[src/wkd_pkg.sv]
// Shared types and constants for the weighted Kendall distance unit.
package wkd_pkg;
  localparam int RANK_W = 6;
  localparam int VALUES = 64;
  localparam int WGT_W = 16;
  localparam int DIST_W = 27;
  localparam logic [DIST_W-1:0] DIST_MAX = 27'h7FFFFFF;
  localparam int LEN_W = 11;
  localparam int CHUNK = 16;

  typedef struct packed {
    logic [LEN_W-1:0] len;
    logic             err;
    logic             ident;
  } job_t;
endpackage

[src/wkd_ram.sv]
// Generic single-write, single-read RAM with registered read data.
module wkd_ram #(
  parameter int WIDTH = 8,
  parameter int DEPTH = 64
) (
  input  logic                     clk,
  input  logic                     we,
  input  logic [$clog2(DEPTH)-1:0] waddr,
  input  logic [WIDTH-1:0]         wdata,
  input  logic [$clog2(DEPTH)-1:0] raddr,
  output logic [WIDTH-1:0]         rdata
);
  logic [WIDTH-1:0] mem [DEPTH];

  always_ff @(posedge clk) begin
    if (we) begin
      mem[waddr] <= wdata;
    end
    rdata <= mem[raddr];
  end
endmodule

[src/wkd_fifo.sv]
// Two-entry job queue between the load front end and the compute back end.
module wkd_fifo (
  input  logic          clk,
  input  logic          rst,
  input  logic          push,
  input  wkd_pkg::job_t push_data,
  output logic          full,
  input  logic          pop,
  output wkd_pkg::job_t pop_data,
  output logic          empty
);
  import wkd_pkg::*;

  job_t       entries [2];
  logic       wr_ptr;
  logic       rd_ptr;
  logic [1:0] count;

  assign full = (count == 2'd2);
  assign empty = (count == 2'd0);
  assign pop_data = entries[rd_ptr];

  always_ff @(posedge clk) begin
    if (push) begin
      entries[wr_ptr] <= push_data;
    end
    if (rst) begin
      wr_ptr <= 1'b0;
      rd_ptr <= 1'b0;
      count <= 2'd0;
    end else begin
      if (push) begin
        wr_ptr <= ~wr_ptr;
      end
      if (pop) begin
        rd_ptr <= ~rd_ptr;
      end
      count <= count + {1'b0, push} - {1'b0, pop};
    end
  end

  a_no_overflow: assert property (@(posedge clk) disable iff (rst) push |-> !full)
    else $error("job queue overflow");
  a_no_underflow: assert property (@(posedge clk) disable iff (rst) pop |-> !empty)
    else $error("job queue underflow");
endmodule

[src/wkd_front.sv]
// Front end: accepts requests, fills the stores and classifies each run.
module wkd_front #(
  parameter int MAX_LEN = 64
) (
  input  logic                                            clk,
  input  logic                                            rst,
  input  logic                                            in_valid,
  output logic                                            in_ready,
  input  logic [wkd_pkg::RANK_W-1:0]                      rank_p,
  input  logic [wkd_pkg::RANK_W-1:0]                      rank_q,
  input  logic [wkd_pkg::WGT_W-1:0]                       swap_weight,
  input  logic                                            last,
  input  logic                                            identity_mode,
  input  logic                                            run_done,
  output logic                                            st_we,
  output logic [$clog2(MAX_LEN)-1:0]                      st_addr,
  output logic [$clog2(MAX_LEN)-1:0]                      st_pos,
  output logic [wkd_pkg::WGT_W+$clog2(MAX_LEN)-1:0]       st_prefix,
  output logic                                            job_push,
  output wkd_pkg::job_t                                   job_data
);
  import wkd_pkg::*;

  localparam int IDXW = $clog2(MAX_LEN);
  localparam int CNTW = $clog2(MAX_LEN + 1);
  localparam int PW = WGT_W + IDXW;

  logic [CNTW-1:0]   count;
  logic [VALUES-1:0] seen_p;
  logic [VALUES-1:0] seen_q;
  logic [RANK_W-1:0] max_p;
  logic [RANK_W-1:0] max_q;
  logic              err;
  logic              qdup;
  logic [PW-1:0]     wsum;
  logic              busy;

  logic              acc;
  logic              room;
  logic [CNTW-1:0]   count_next;
  logic              err_next;
  logic              qdup_next;
  logic [RANK_W-1:0] max_p_next;
  logic [RANK_W-1:0] max_q_next;

  assign in_ready = !busy;
  assign acc = in_valid && in_ready;
  assign room = (count < CNTW'(MAX_LEN));

  always_comb begin
    count_next = room ? count + CNTW'(1) : count;
    err_next = err || !room || (room && seen_p[rank_p])
               || (room && !identity_mode && seen_q[rank_q]);
    qdup_next = qdup || (room && seen_q[rank_q]);
    max_p_next = (room && rank_p > max_p) ? rank_p : max_p;
    max_q_next = (room && rank_q > max_q) ? rank_q : max_q;
  end

  assign st_we = acc && room;
  assign st_addr = count[IDXW-1:0];
  assign st_pos = count[IDXW-1:0];
  assign st_prefix = wsum;

  assign job_push = acc && last;
  always_comb begin
    job_data.len = LEN_W'(count_next);
    job_data.ident = identity_mode;
    job_data.err = err_next
                   || (LEN_W'(max_p_next) >= LEN_W'(count_next))
                   || (!identity_mode && (qdup_next
                       || (LEN_W'(max_q_next) >= LEN_W'(count_next))));
  end

  always_ff @(posedge clk) begin
    if (rst) begin
      count <= '0;
      seen_p <= '0;
      seen_q <= '0;
      max_p <= '0;
      max_q <= '0;
      err <= 1'b0;
      qdup <= 1'b0;
      wsum <= '0;
      busy <= 1'b0;
    end else if (acc) begin
      if (last) begin
        count <= '0;
        seen_p <= '0;
        seen_q <= '0;
        max_p <= '0;
        max_q <= '0;
        err <= 1'b0;
        qdup <= 1'b0;
        wsum <= '0;
        busy <= 1'b1;
      end else begin
        count <= count_next;
        err <= err_next;
        qdup <= qdup_next;
        max_p <= max_p_next;
        max_q <= max_q_next;
        if (room) begin
          seen_p[rank_p] <= 1'b1;
          seen_q[rank_q] <= 1'b1;
          wsum <= wsum + PW'(swap_weight);
        end
      end
    end else if (run_done) begin
      busy <= 1'b0;
    end
  end
endmodule

[src/wkd_back.sv]
// Back end: places each element of p in turn and sums the swap costs.
module wkd_back #(
  parameter int MAX_LEN = 64
) (
  input  logic                                      clk,
  input  logic                                      rst,
  input  logic                                      job_empty,
  input  wkd_pkg::job_t                             job_data,
  output logic                                      job_pop,
  output logic [$clog2(MAX_LEN)-1:0]                p_raddr,
  input  logic [wkd_pkg::RANK_W-1:0]                p_rdata,
  output logic [wkd_pkg::RANK_W-1:0]                q_raddr,
  input  logic [$clog2(MAX_LEN)-1:0]                q_rdata,
  output logic [$clog2(MAX_LEN)-1:0]                pref_raddr,
  input  logic [wkd_pkg::WGT_W+$clog2(MAX_LEN)-1:0] pref_rdata,
  output logic                                      out_valid,
  input  logic                                      out_ready,
  output logic [wkd_pkg::DIST_W-1:0]                distance,
  output logic                                      bad_input,
  output logic                                      run_done
);
  import wkd_pkg::*;

  localparam int IDXW = $clog2(MAX_LEN);
  localparam int CNTW = $clog2(MAX_LEN + 1);
  localparam int PW = WGT_W + IDXW;
  localparam int CHUNKS = (MAX_LEN + CHUNK - 1) / CHUNK;
  localparam int CHW = (CHUNKS > 1) ? $clog2(CHUNKS) : 1;
  localparam int NB = CHUNKS * CHUNK;
  localparam int NBW = $clog2(NB);

  localparam logic [2:0] ST_IDLE = 3'd0;
  localparam logic [2:0] ST_RDP = 3'd1;
  localparam logic [2:0] ST_RDQ = 3'd2;
  localparam logic [2:0] ST_QPOS = 3'd3;
  localparam logic [2:0] ST_CNT = 3'd4;
  localparam logic [2:0] ST_RD1 = 3'd5;
  localparam logic [2:0] ST_RD2 = 3'd6;
  localparam logic [2:0] ST_DONE = 3'd7;

  logic [2:0]        state;
  job_t              job_r;
  logic [CNTW-1:0]   idx;
  logic [RANK_W-1:0] pval;
  logic [IDXW-1:0]   qpos;
  logic [CNTW-1:0]   cnt;
  logic [CHW-1:0]    chunk;
  logic [PW-1:0]     prefpos;
  logic [DIST_W-1:0] acc;
  logic [NB-1:0]     remaining;
  logic              adding;

  logic [CNTW-1:0]   lenc;
  logic [CNTW-1:0]   pos;
  logic [CNTW-1:0]   pc;
  logic [CHUNK-1:0]  bits;
  logic [DIST_W:0]   sum;
  logic              out_free;

  assign lenc = job_r.len[CNTW-1:0];
  assign pos = idx + cnt;
  assign p_raddr = idx[IDXW-1:0];
  assign q_raddr = (state == ST_RDQ) ? p_rdata : pval;
  assign pref_raddr = (state == ST_RD1) ? pos[IDXW-1:0] : idx[IDXW-1:0];
  assign out_free = !out_valid || out_ready;
  assign job_pop = (state == ST_IDLE) && !job_empty;
  assign run_done = (state == ST_DONE) && !adding && out_free;

  always_comb begin
    bits = remaining[chunk*CHUNK +: CHUNK];
    pc = '0;
    for (int j = 0; j < CHUNK; j++) begin
      if (bits[j] && (int'(chunk) * CHUNK + j < int'(qpos))) begin
        pc = pc + CNTW'(1);
      end
    end
    sum = {1'b0, acc} + (DIST_W+1)'(prefpos - pref_rdata);
  end

  always_ff @(posedge clk) begin
    if (rst) begin
      state <= ST_IDLE;
      out_valid <= 1'b0;
      adding <= 1'b0;
    end else begin
      if (out_valid && out_ready && !run_done) begin
        out_valid <= 1'b0;
      end
      case (state)
        ST_IDLE: begin
          if (!job_empty) begin
            job_r <= job_data;
            idx <= '0;
            acc <= '0;
            adding <= 1'b0;
            for (int b = 0; b < NB; b++) begin
              remaining[b] <= (b < int'(job_data.len));
            end
            state <= job_data.err ? ST_DONE : ST_RDP;
          end
        end
        ST_RDP: begin
          if (adding) begin
            acc <= (sum > (DIST_W+1)'(DIST_MAX)) ? DIST_MAX : sum[DIST_W-1:0];
            remaining[NBW'(qpos)] <= 1'b0;
            adding <= 1'b0;
          end
          state <= ST_RDQ;
        end
        ST_RDQ: begin
          pval <= p_rdata;
          state <= ST_QPOS;
        end
        ST_QPOS: begin
          qpos <= job_r.ident ? IDXW'(pval) : q_rdata;
          cnt <= '0;
          chunk <= '0;
          state <= ST_CNT;
        end
        ST_CNT: begin
          cnt <= cnt + pc;
          if (int'(chunk) == CHUNKS - 1) begin
            state <= ST_RD1;
          end else begin
            chunk <= chunk + CHW'(1);
          end
        end
        ST_RD1: begin
          state <= ST_RD2;
        end
        ST_RD2: begin
          prefpos <= pref_rdata;
          state <= ST_DONE;
          adding <= 1'b1;
        end
        ST_DONE: begin
          if (adding) begin
            acc <= (sum > (DIST_W+1)'(DIST_MAX)) ? DIST_MAX : sum[DIST_W-1:0];
            remaining[NBW'(qpos)] <= 1'b0;
            adding <= 1'b0;
            idx <= idx + CNTW'(1);
            if (idx + CNTW'(1) != lenc) begin
              state <= ST_RDP;
            end
          end else if (out_free) begin
            out_valid <= 1'b1;
            distance <= job_r.err ? '0 : acc;
            bad_input <= job_r.err;
            state <= ST_IDLE;
          end
        end
        default: state <= ST_IDLE;
      endcase
    end
  end

  a_pos_in_range: assert property (@(posedge clk) disable iff (rst)
    (state == ST_RD1) |-> (pos < lenc))
    else $error("placement position beyond run length");
  a_acc_bounded: assert property (@(posedge clk) disable iff (rst)
    (state != ST_IDLE) |-> (acc <= DIST_MAX))
    else $error("distance accumulator past saturation");
  a_result_loaded: assert property (@(posedge clk) disable iff (rst)
    run_done |=> out_valid)
    else $error("result not presented after run end");
endmodule

[src/weighted_kendall_distance_unit.sv]
// Weighted Kendall distance unit: top level.
//
// Input channel (in_valid/in_ready): one request per position carrying rank_p,
// rank_q and swap_weight; last marks the final position of a run. Loading
// takes one request per cycle. Output channel (out_valid/out_ready): one
// result per run, distance and bad_input; distance is 0 when bad_input is set.
// cfg_we/cfg_wdata write identity_mode, in which rank_q is ignored and q is
// the identity; write it only between runs.
// After the last request in_ready stays low until the result is in the
// output register. An erroneous run skips the per-position work. Otherwise
// the time per position is set by the chunked count of still unplaced
// elements and the prefix-sum reads. A stalled receiver holds the result;
// the next run is then loaded meanwhile up to its last request. Reset clears
// run state, the queue and the output; the stores need no clearing.
module weighted_kendall_distance_unit #(
  parameter int MAX_LEN = 64
) (
  input  logic                       clk,
  input  logic                       rst,
  input  logic                       cfg_we,
  input  logic                       cfg_wdata,
  input  logic                       in_valid,
  output logic                       in_ready,
  input  logic [wkd_pkg::RANK_W-1:0] rank_p,
  input  logic [wkd_pkg::RANK_W-1:0] rank_q,
  input  logic [wkd_pkg::WGT_W-1:0]  swap_weight,
  input  logic                       last,
  output logic                       out_valid,
  input  logic                       out_ready,
  output logic [wkd_pkg::DIST_W-1:0] distance,
  output logic                       bad_input
);
  import wkd_pkg::*;

  localparam int IDXW = $clog2(MAX_LEN);
  localparam int PW = WGT_W + IDXW;

  logic              identity_mode;
  logic              st_we;
  logic [IDXW-1:0]   st_addr;
  logic [IDXW-1:0]   st_pos;
  logic [PW-1:0]     st_prefix;
  logic              job_push;
  job_t              push_data;
  logic              job_full;
  logic              job_pop;
  job_t              pop_data;
  logic              job_empty;
  logic              run_done;
  logic [IDXW-1:0]   p_raddr;
  logic [RANK_W-1:0] p_rdata;
  logic [RANK_W-1:0] q_raddr;
  logic [IDXW-1:0]   q_rdata;
  logic [IDXW-1:0]   pref_raddr;
  logic [PW-1:0]     pref_rdata;

  always_ff @(posedge clk) begin
    if (rst) begin
      identity_mode <= 1'b0;
    end else if (cfg_we) begin
      identity_mode <= cfg_wdata;
    end
  end

  wkd_front #(.MAX_LEN(MAX_LEN)) u_front (
    .clk, .rst, .in_valid, .in_ready, .rank_p, .rank_q, .swap_weight, .last,
    .identity_mode, .run_done, .st_we, .st_addr, .st_pos, .st_prefix,
    .job_push, .job_data(push_data)
  );

  wkd_ram #(.WIDTH(RANK_W), .DEPTH(MAX_LEN)) u_p_ram (
    .clk, .we(st_we), .waddr(st_addr), .wdata(rank_p), .raddr(p_raddr),
    .rdata(p_rdata)
  );

  wkd_ram #(.WIDTH(IDXW), .DEPTH(VALUES)) u_qinv_ram (
    .clk, .we(st_we), .waddr(rank_q), .wdata(st_pos), .raddr(q_raddr),
    .rdata(q_rdata)
  );

  wkd_ram #(.WIDTH(PW), .DEPTH(MAX_LEN)) u_pref_ram (
    .clk, .we(st_we), .waddr(st_addr), .wdata(st_prefix), .raddr(pref_raddr),
    .rdata(pref_rdata)
  );

  wkd_fifo u_fifo (
    .clk, .rst, .push(job_push), .push_data, .full(job_full), .pop(job_pop),
    .pop_data, .empty(job_empty)
  );

  wkd_back #(.MAX_LEN(MAX_LEN)) u_back (
    .clk, .rst, .job_empty, .job_data(pop_data), .job_pop, .p_raddr, .p_rdata,
    .q_raddr, .q_rdata, .pref_raddr, .pref_rdata, .out_valid, .out_ready,
    .distance, .bad_input, .run_done
  );

  a_queue_room: assert property (@(posedge clk) disable iff (rst)
    job_push |-> !job_full)
    else $error("run request with job queue full");
endmodule
[config.mk]
export PLATFORM = sky130hd
export DESIGN_NAME = weighted_kendall_distance_unit
export DESIGN_NICKNAME = d
export VERILOG_FILES = /design/src/wkd_pkg.sv /design/src/wkd_ram.sv /design/src/wkd_fifo.sv /design/src/wkd_front.sv /design/src/wkd_back.sv /design/src/weighted_kendall_distance_unit.sv
export SDC_FILE = /design/constraint.sdc
export NUM_CORES = 2
export LEC_CHECK = 0
export ABC_AREA = 1
export BUFFER_PORTS_ARGS = -buffer_cell sky130_fd_sc_hd__buf_2
export CORE_ASPECT_RATIO = 0.75
export CORE_MARGIN = 10
export CORE_UTILIZATION = 54
export DETAILED_ROUTE_END_ITERATION = 10
export HOLD_SLACK_MARGIN = 0.02
export PLACE_DENSITY = 0.72
export SYNTH_ARGS = -nofsm -noshare
export SYNTH_HDL_FRONTEND = slang
export SYNTH_SLANG_ARGS = --single-unit
export TNS_END_PERCENT = 1
[constraint.sdc]
create_clock -name clk -period 25.2 [get_ports clk]
set_input_delay 1.26 -clock clk [delete_from_list [all_inputs] [get_ports clk]]
set_output_delay 1.26 -clock clk [all_outputs]
set_load 0.01 [all_outputs]
# == Word level (Yosys, flattened, before mapping) ==
# Memories as Yosys holds them, arrays and structs flattened. A register that Yosys moved wholly into a read port is not among the register bits.
# Index checks and enable logic that the tools add are counted.
# totals
inputBits,35
elab_cells,340
n_memories,4
out_inout_bits,30
latchBits,0
ff_bits,360
ramBits,2194
rom_bits,0
# mem_list
memory,depth,word_bits,read_ports,rd_clocked_by_memory_dff,wr,line_no,rtl
u_pref_ram.mem,64,22,1,1,1,wkd_ram.sv:13,logic [WIDTH-1:0] mem [DEPTH];
u_p_ram.mem,64,6,1,1,1,wkd_ram.sv:13,
u_qinv_ram.mem,64,6,1,1,1,wkd_ram.sv:13,
u_fifo.entries,2,9,1,1,1,wkd_fifo.sv:14,job_t entries [2];
# classes
mux,78
n_eq_ne,17
bitwise,9
n_addsub,40
multipliers,0
magnitude_cmp,92
shift,1
reduce_logical,70
n_div,0
# op_table
operator,n
$lt A32 B7 Y1,15
$mux W64,6
$lt A6 B11 Y1 const A,32
$lt A5 B11 Y1 const A,16
$mux W7,19
$or A64 B64 Y64,2
$pmux W64 S2,1
$add A7 B1 Y7 const B,16
$lt A4 B11 Y1 const A,8
$mux W27,3
$and A64 B64 Y64,1
$not A64 Y64,1
$shiftx A64 B7 Y16,1
$add A6 B4 Y7 const B,8
$pmux W27 S2,1
$lt A3 B11 Y1 const A,4
$mux W22,2
$mux W6,7
$logic_and A1 B1 Y1,34
$add A27 B28 Y28,1
$add A6 B3 Y7 const B,4
$gt A28 B27 Y1 const B,1
$pmux W7 S2,2
$pmux W3 S8,1
45 further kinds,121

# == Longest topological paths before layout ==
# logic_depth
word_depth,35
depth_mapped,69
depth_no_buf,65

# == Cells and area by module ==
# A second synthesis with hierarchy kept.
# hier_totals
hier_cells,10564
area_unflattened_um2,112376.5
# by_module_without_submodules
module,cells_per_inst,area_each_um2,seq_area_each_um2,n_inst
wkd_ram at u_pref_ram,4800,57213.6,42721.0,1
wkd_ram at u_p_ram,1393,15942.8,11651.2,1
wkd_ram at u_qinv_ram,1376,15930.3,11651.2,1
wkd_back,1594,13031.2,5415.2,1
wkd_front,1323,9013.6,3443.3,1
wkd_fifo,71,1199.9,880.8,1
weighted_kendall_distance_unit,7,45.0,20.0,1

# == Least setup slack after synthesis ==
# OpenSTA, ideal clock, no wires.
# synth_timing
kind,reg2reg
from,reg u_back.chunk[0]
to,"reg u_back.cnt[5], data pin"
setup_time_ns,0.255
path_buffers,4
t_required_ns,24.945
path_slack_ns,15.398
synth_period_minus_slack_ns,9.802
arrival_time_ns,9.547
stages_incl_launch_ff,69
path_cell_list,edfxtp_1 buf_6 inv_4 buf_6 buf_2 buf_1 ha_1 nand3_2 nand2_2 o21ai_0 nand2_1 inv_1 ha_1 inv_1 nand3_1 nand2_1 ha_1 nand2_1 (+33 left out) ha_1 o21ai_0 inv_1 ha_1 nand2_1 xnor2_1 inv_1 ha_1 a21oi_1 inv_1 a31oi_1 nor2_1 o21ai_0 nand2_1 xnor2_1 inv_1 a21oi_1 nor2_1
# synth_between
elab_chain_len,35
word_cells_on_any_way,81
cone_classes,add/sub: 31; order compare: 16; shift: 1; mux: 17; reduce/logical: 16
# synth_rtl
element,line_no,rtl
start: declaration,wkd_back.sv:47,logic [CHW-1:0] chunk;
start signal: assignment,wkd_back.sv:125,chunk <= chunk + CHW'(1);
branches (longest 32 deep; another with $lt A32 B7 Y1),--,
$mux W7 (*),wkd_back.sv:73,if (bits[j] && (int'(chunk) * CHUNK + j < int'(qpos))) begin
$add A7 B7 Y7 (*),wkd_back.sv:121,cnt <= cnt + pc;
$pmux W7 S2 (*),wkd_back.sv:89,case (state)
end signal: assignment,wkd_back.sv:121,
end: declaration,wkd_back.sv:46,logic [CNTW-1:0] cnt;
# Every way passes the cells marked *.
# A chain may end at the register's enable or synchronous reset.

# == Worst setup path in the final report ==
# Ends and elaborated chain as after synthesis.

==> qor.yml <==
outcome: "finished clean"
power_leakage_nw: 38.5
clock_path_buffers: 3
fmax_mhz: 96.9
overflow: 0
antenna_found_initial: 7
ff2ff_setup_slack_ps: 14880
ctsResizeCount: 0
drt.antenna.violating_nets: 0
place_congestion: 0.873
layout_common_cells: "edfxtp_1 (2371), o21ai_0 (1183), nor2_1 (1138)"
utilization_pct: 59.9
path_common_cell: "nand2_1"
cts_made_buffers: 227
fin_skew_ps: 61.9
grt_setup_unrepaired: "false"
die_area_um2: 216000
r2r-end: "u_back.cnt[5]"
synth_ff_type: "edfxtp_1"
critPathKind: "reg2reg"
netlist_instances: 8762
hold_path_class: "reg2reg"
viasPerCell: 6.36
maxSlewViolCount: 0
yosysSeqAreaShare_pct: 70.6
max_slew_margin_pct: 12.1
finalWorstPathRequiredPeriod_ps: 10320
hold_viol_final: 0
worstPathRequired_ps: 25810
synth-edff-count: 2371
post-cts-setup-buffers: 0
grt_max_degree: 229
start_util_pct: 54.3
grt_pass1_wl_mm: 428
cap_violations: 0
end_kind: "flop"
critPathSlowestCell: "edfxtp_1"
cp_max_fo: 35
cpPeakStageDelay_ps: 390
dr.first_iter.drc_count: 10700
clk_pin_slew_worst_paths_ps: 60
yosysWarnings: 0
cts.sinks: 2588
syn_nets: 8924
synth_seq_cells: 2588
syn_area_um2: 107000
yosysUniqueCellTypes: 62
io_buffers: 64
endpoint: "u_back.cnt[5]"
synth.avg_cell_area_um2: 12.2
peakVddDrop_mv: 0.0823
clk_latency_ps: 870
first_pass_iters: 8
finalCritPeriodShare_pct: 40.9
dieWidth_um: 534
cts_hold_buf: 0
area_growth_pct: 10.2
io_pins: 65
r2r_start: "u_back.chunk[0]"
place_ws_ps: 14910
wl_per_cell_um: 24.8
fp-row-count: 141
die_h_um: 405
wl_mm: 286
critPathLaunch: "u_back.chunk[0]"
grt_pass1_vias: 69300
design.core.area_um2: 197000
setup_slack_ps: 14880
mostFrequentLayoutCell: "edfxtp_1"
cts_root_buf: "clkbuf_16"
power.density_nw_per_um2: 102
via_count: 73300
worstPathArrival_ps: 10930
hpwl_mm: 159
start_kind: "flop"
synthArstFlopShare_pct: 0
fin_nets: 8837
drive_above_1_share_pct: 8.93
worst_pin_slew_ps: 1320
cts_tree: "built"
rr_worst_depth: 65
grtUsageTotal_pct: 25.4
final.setup.tns_ps: 0
setup_viol: 0
cts_max_level: 4
drc: 0
where the power goes:
part / switching (mW) / leakage (nW) / internal [mW]
logic: 2.65 / 11.6 / 1.05
registers: 0.0701 / 23.3 / 4.84
clock network: 1.58 / 3.60 / 1.87
total: 4.30 / 38.5 / 7.77
area by class of cell:
cell class / instances / area (um2)
fillers: 15000 / 79000
multi-input cells: 5157 / 28200
clock inverters: 134 / 1180
well taps: 2645 / 3310
clock buffers: 296 / 6210
flip-flops and latches: 2588 / 75600
inverters: 473 / 1800
diodes: 5 / 12.5
repair buffers: 228 / 1600
metrics by stage:
stage                     power, mW  instance area, um2  hold WS (ps)  std cells
after CTS                      12.0              118000           428      11500
after detailed placement       8.61              110000           416      11100
after global routing           12.6              118000           446      11500
after global placement         8.50              110000           415      11100
after floorplan                7.49              107000           408       8762
final                          12.1              118000           422      11500
worst min path at each step:
stage,cells after the start,startpoint,slack (ps),to
after CTS,0,u_pref_ram.rdata[20],430,u_back.prefpos[20]
after global routing,0,u_pref_ram.rdata[10],450,u_back.prefpos[10]
after global placement,0,u_pref_ram.rdata[3],420,u_back.prefpos[3]
final,0,u_pref_ram.rdata[20],420,u_back.prefpos[20]
after detailed placement,0,u_pref_ram.rdata[16],420,u_back.prefpos[16]
after floorplan,0,u_pref_ram.rdata[10],410,u_back.prefpos[10]
registers in the layout, summed over array words and instances (netlist names), 7 cells and up, named ones only:
register / flops
u_front.count: 7
u_front.seen_p: 64
u_back.prefpos: 22
u_fifo.entries: 18
u_back.job_r: 9
u_back.remaining: 64
u_back.idx: 7
u_back.acc: 27
u_front.st_prefix: 22
u_p_ram.mem: 384
u_pref_ram.mem: 1408
u_pref_ram.rdata: 22
u_qinv_ram.mem: 384
u_back.distance: 27
u_front.seen_q: 64
per-layer routing:
layer | global-route usage, % | vias to the layer above | wire length (um)
met5 | 0 | - | 13
met2 | 37.4 | 4428 | 124000
met4 | 6.24 | 2 | 6480
li1 | - | 32400 | -
met1 | 37.4 | 36000 | 117000
met3 | 7.53 | 512 | 38800
worst max-delay path, delay by kind of cell (launching register included):
| family | cells | cell delay (ps) |
|---|---|---|
| buffers and inverters | 9 | 850 |
| flip-flops | 1 | 390 |
| adder cells (fa/ha/maj) | 16 | 4460 |
| AND/OR/NAND/NOR | 33 | 3160 |
| AO/OA/AOI/OAI | 5 | 990 |
| XOR/XNOR | 2 | 250 |
synth_stat cells (17+ instances only):
master	n	area [um2]
edfxtp_1	2371	71200
nor2_1	1205	4520
o21ai_0	1186	5940
nand2_1	560	2100
clkbuf_1	510	1910
a21oi_1	477	2390
nand3_1	465	2330
inv_1	439	1650
o221ai_1	426	3730
dfxtp_1	217	4340
o22ai_1	173	1080
o211ai_1	138	1040
ha_1	122	1530
nor3_1	113	566
nand2_2	45	282
xor2_1	41	359
a31oi_1	31	194
buf_1	25	93.8
nand3_2	24	240
xnor2_1	24	210
o21ai_1	20	100
inv_2	17	63.8
cell families after synthesis:
| kind of cell | share of synthesized area [%] |
|---|---|
| XOR/XNOR | 0.532 |
| adder cells (fa/ha/maj) | 1.52 |
| multiplexers | 0.0105 |
| AO/OA/AOI/OAI | 14.0 |
| flip-flops | 70.6 |
| AND/OR/NAND/NOR | 9.72 |
| buffers and inverters | 3.60 |
Power figures use the tool's default switching activity.
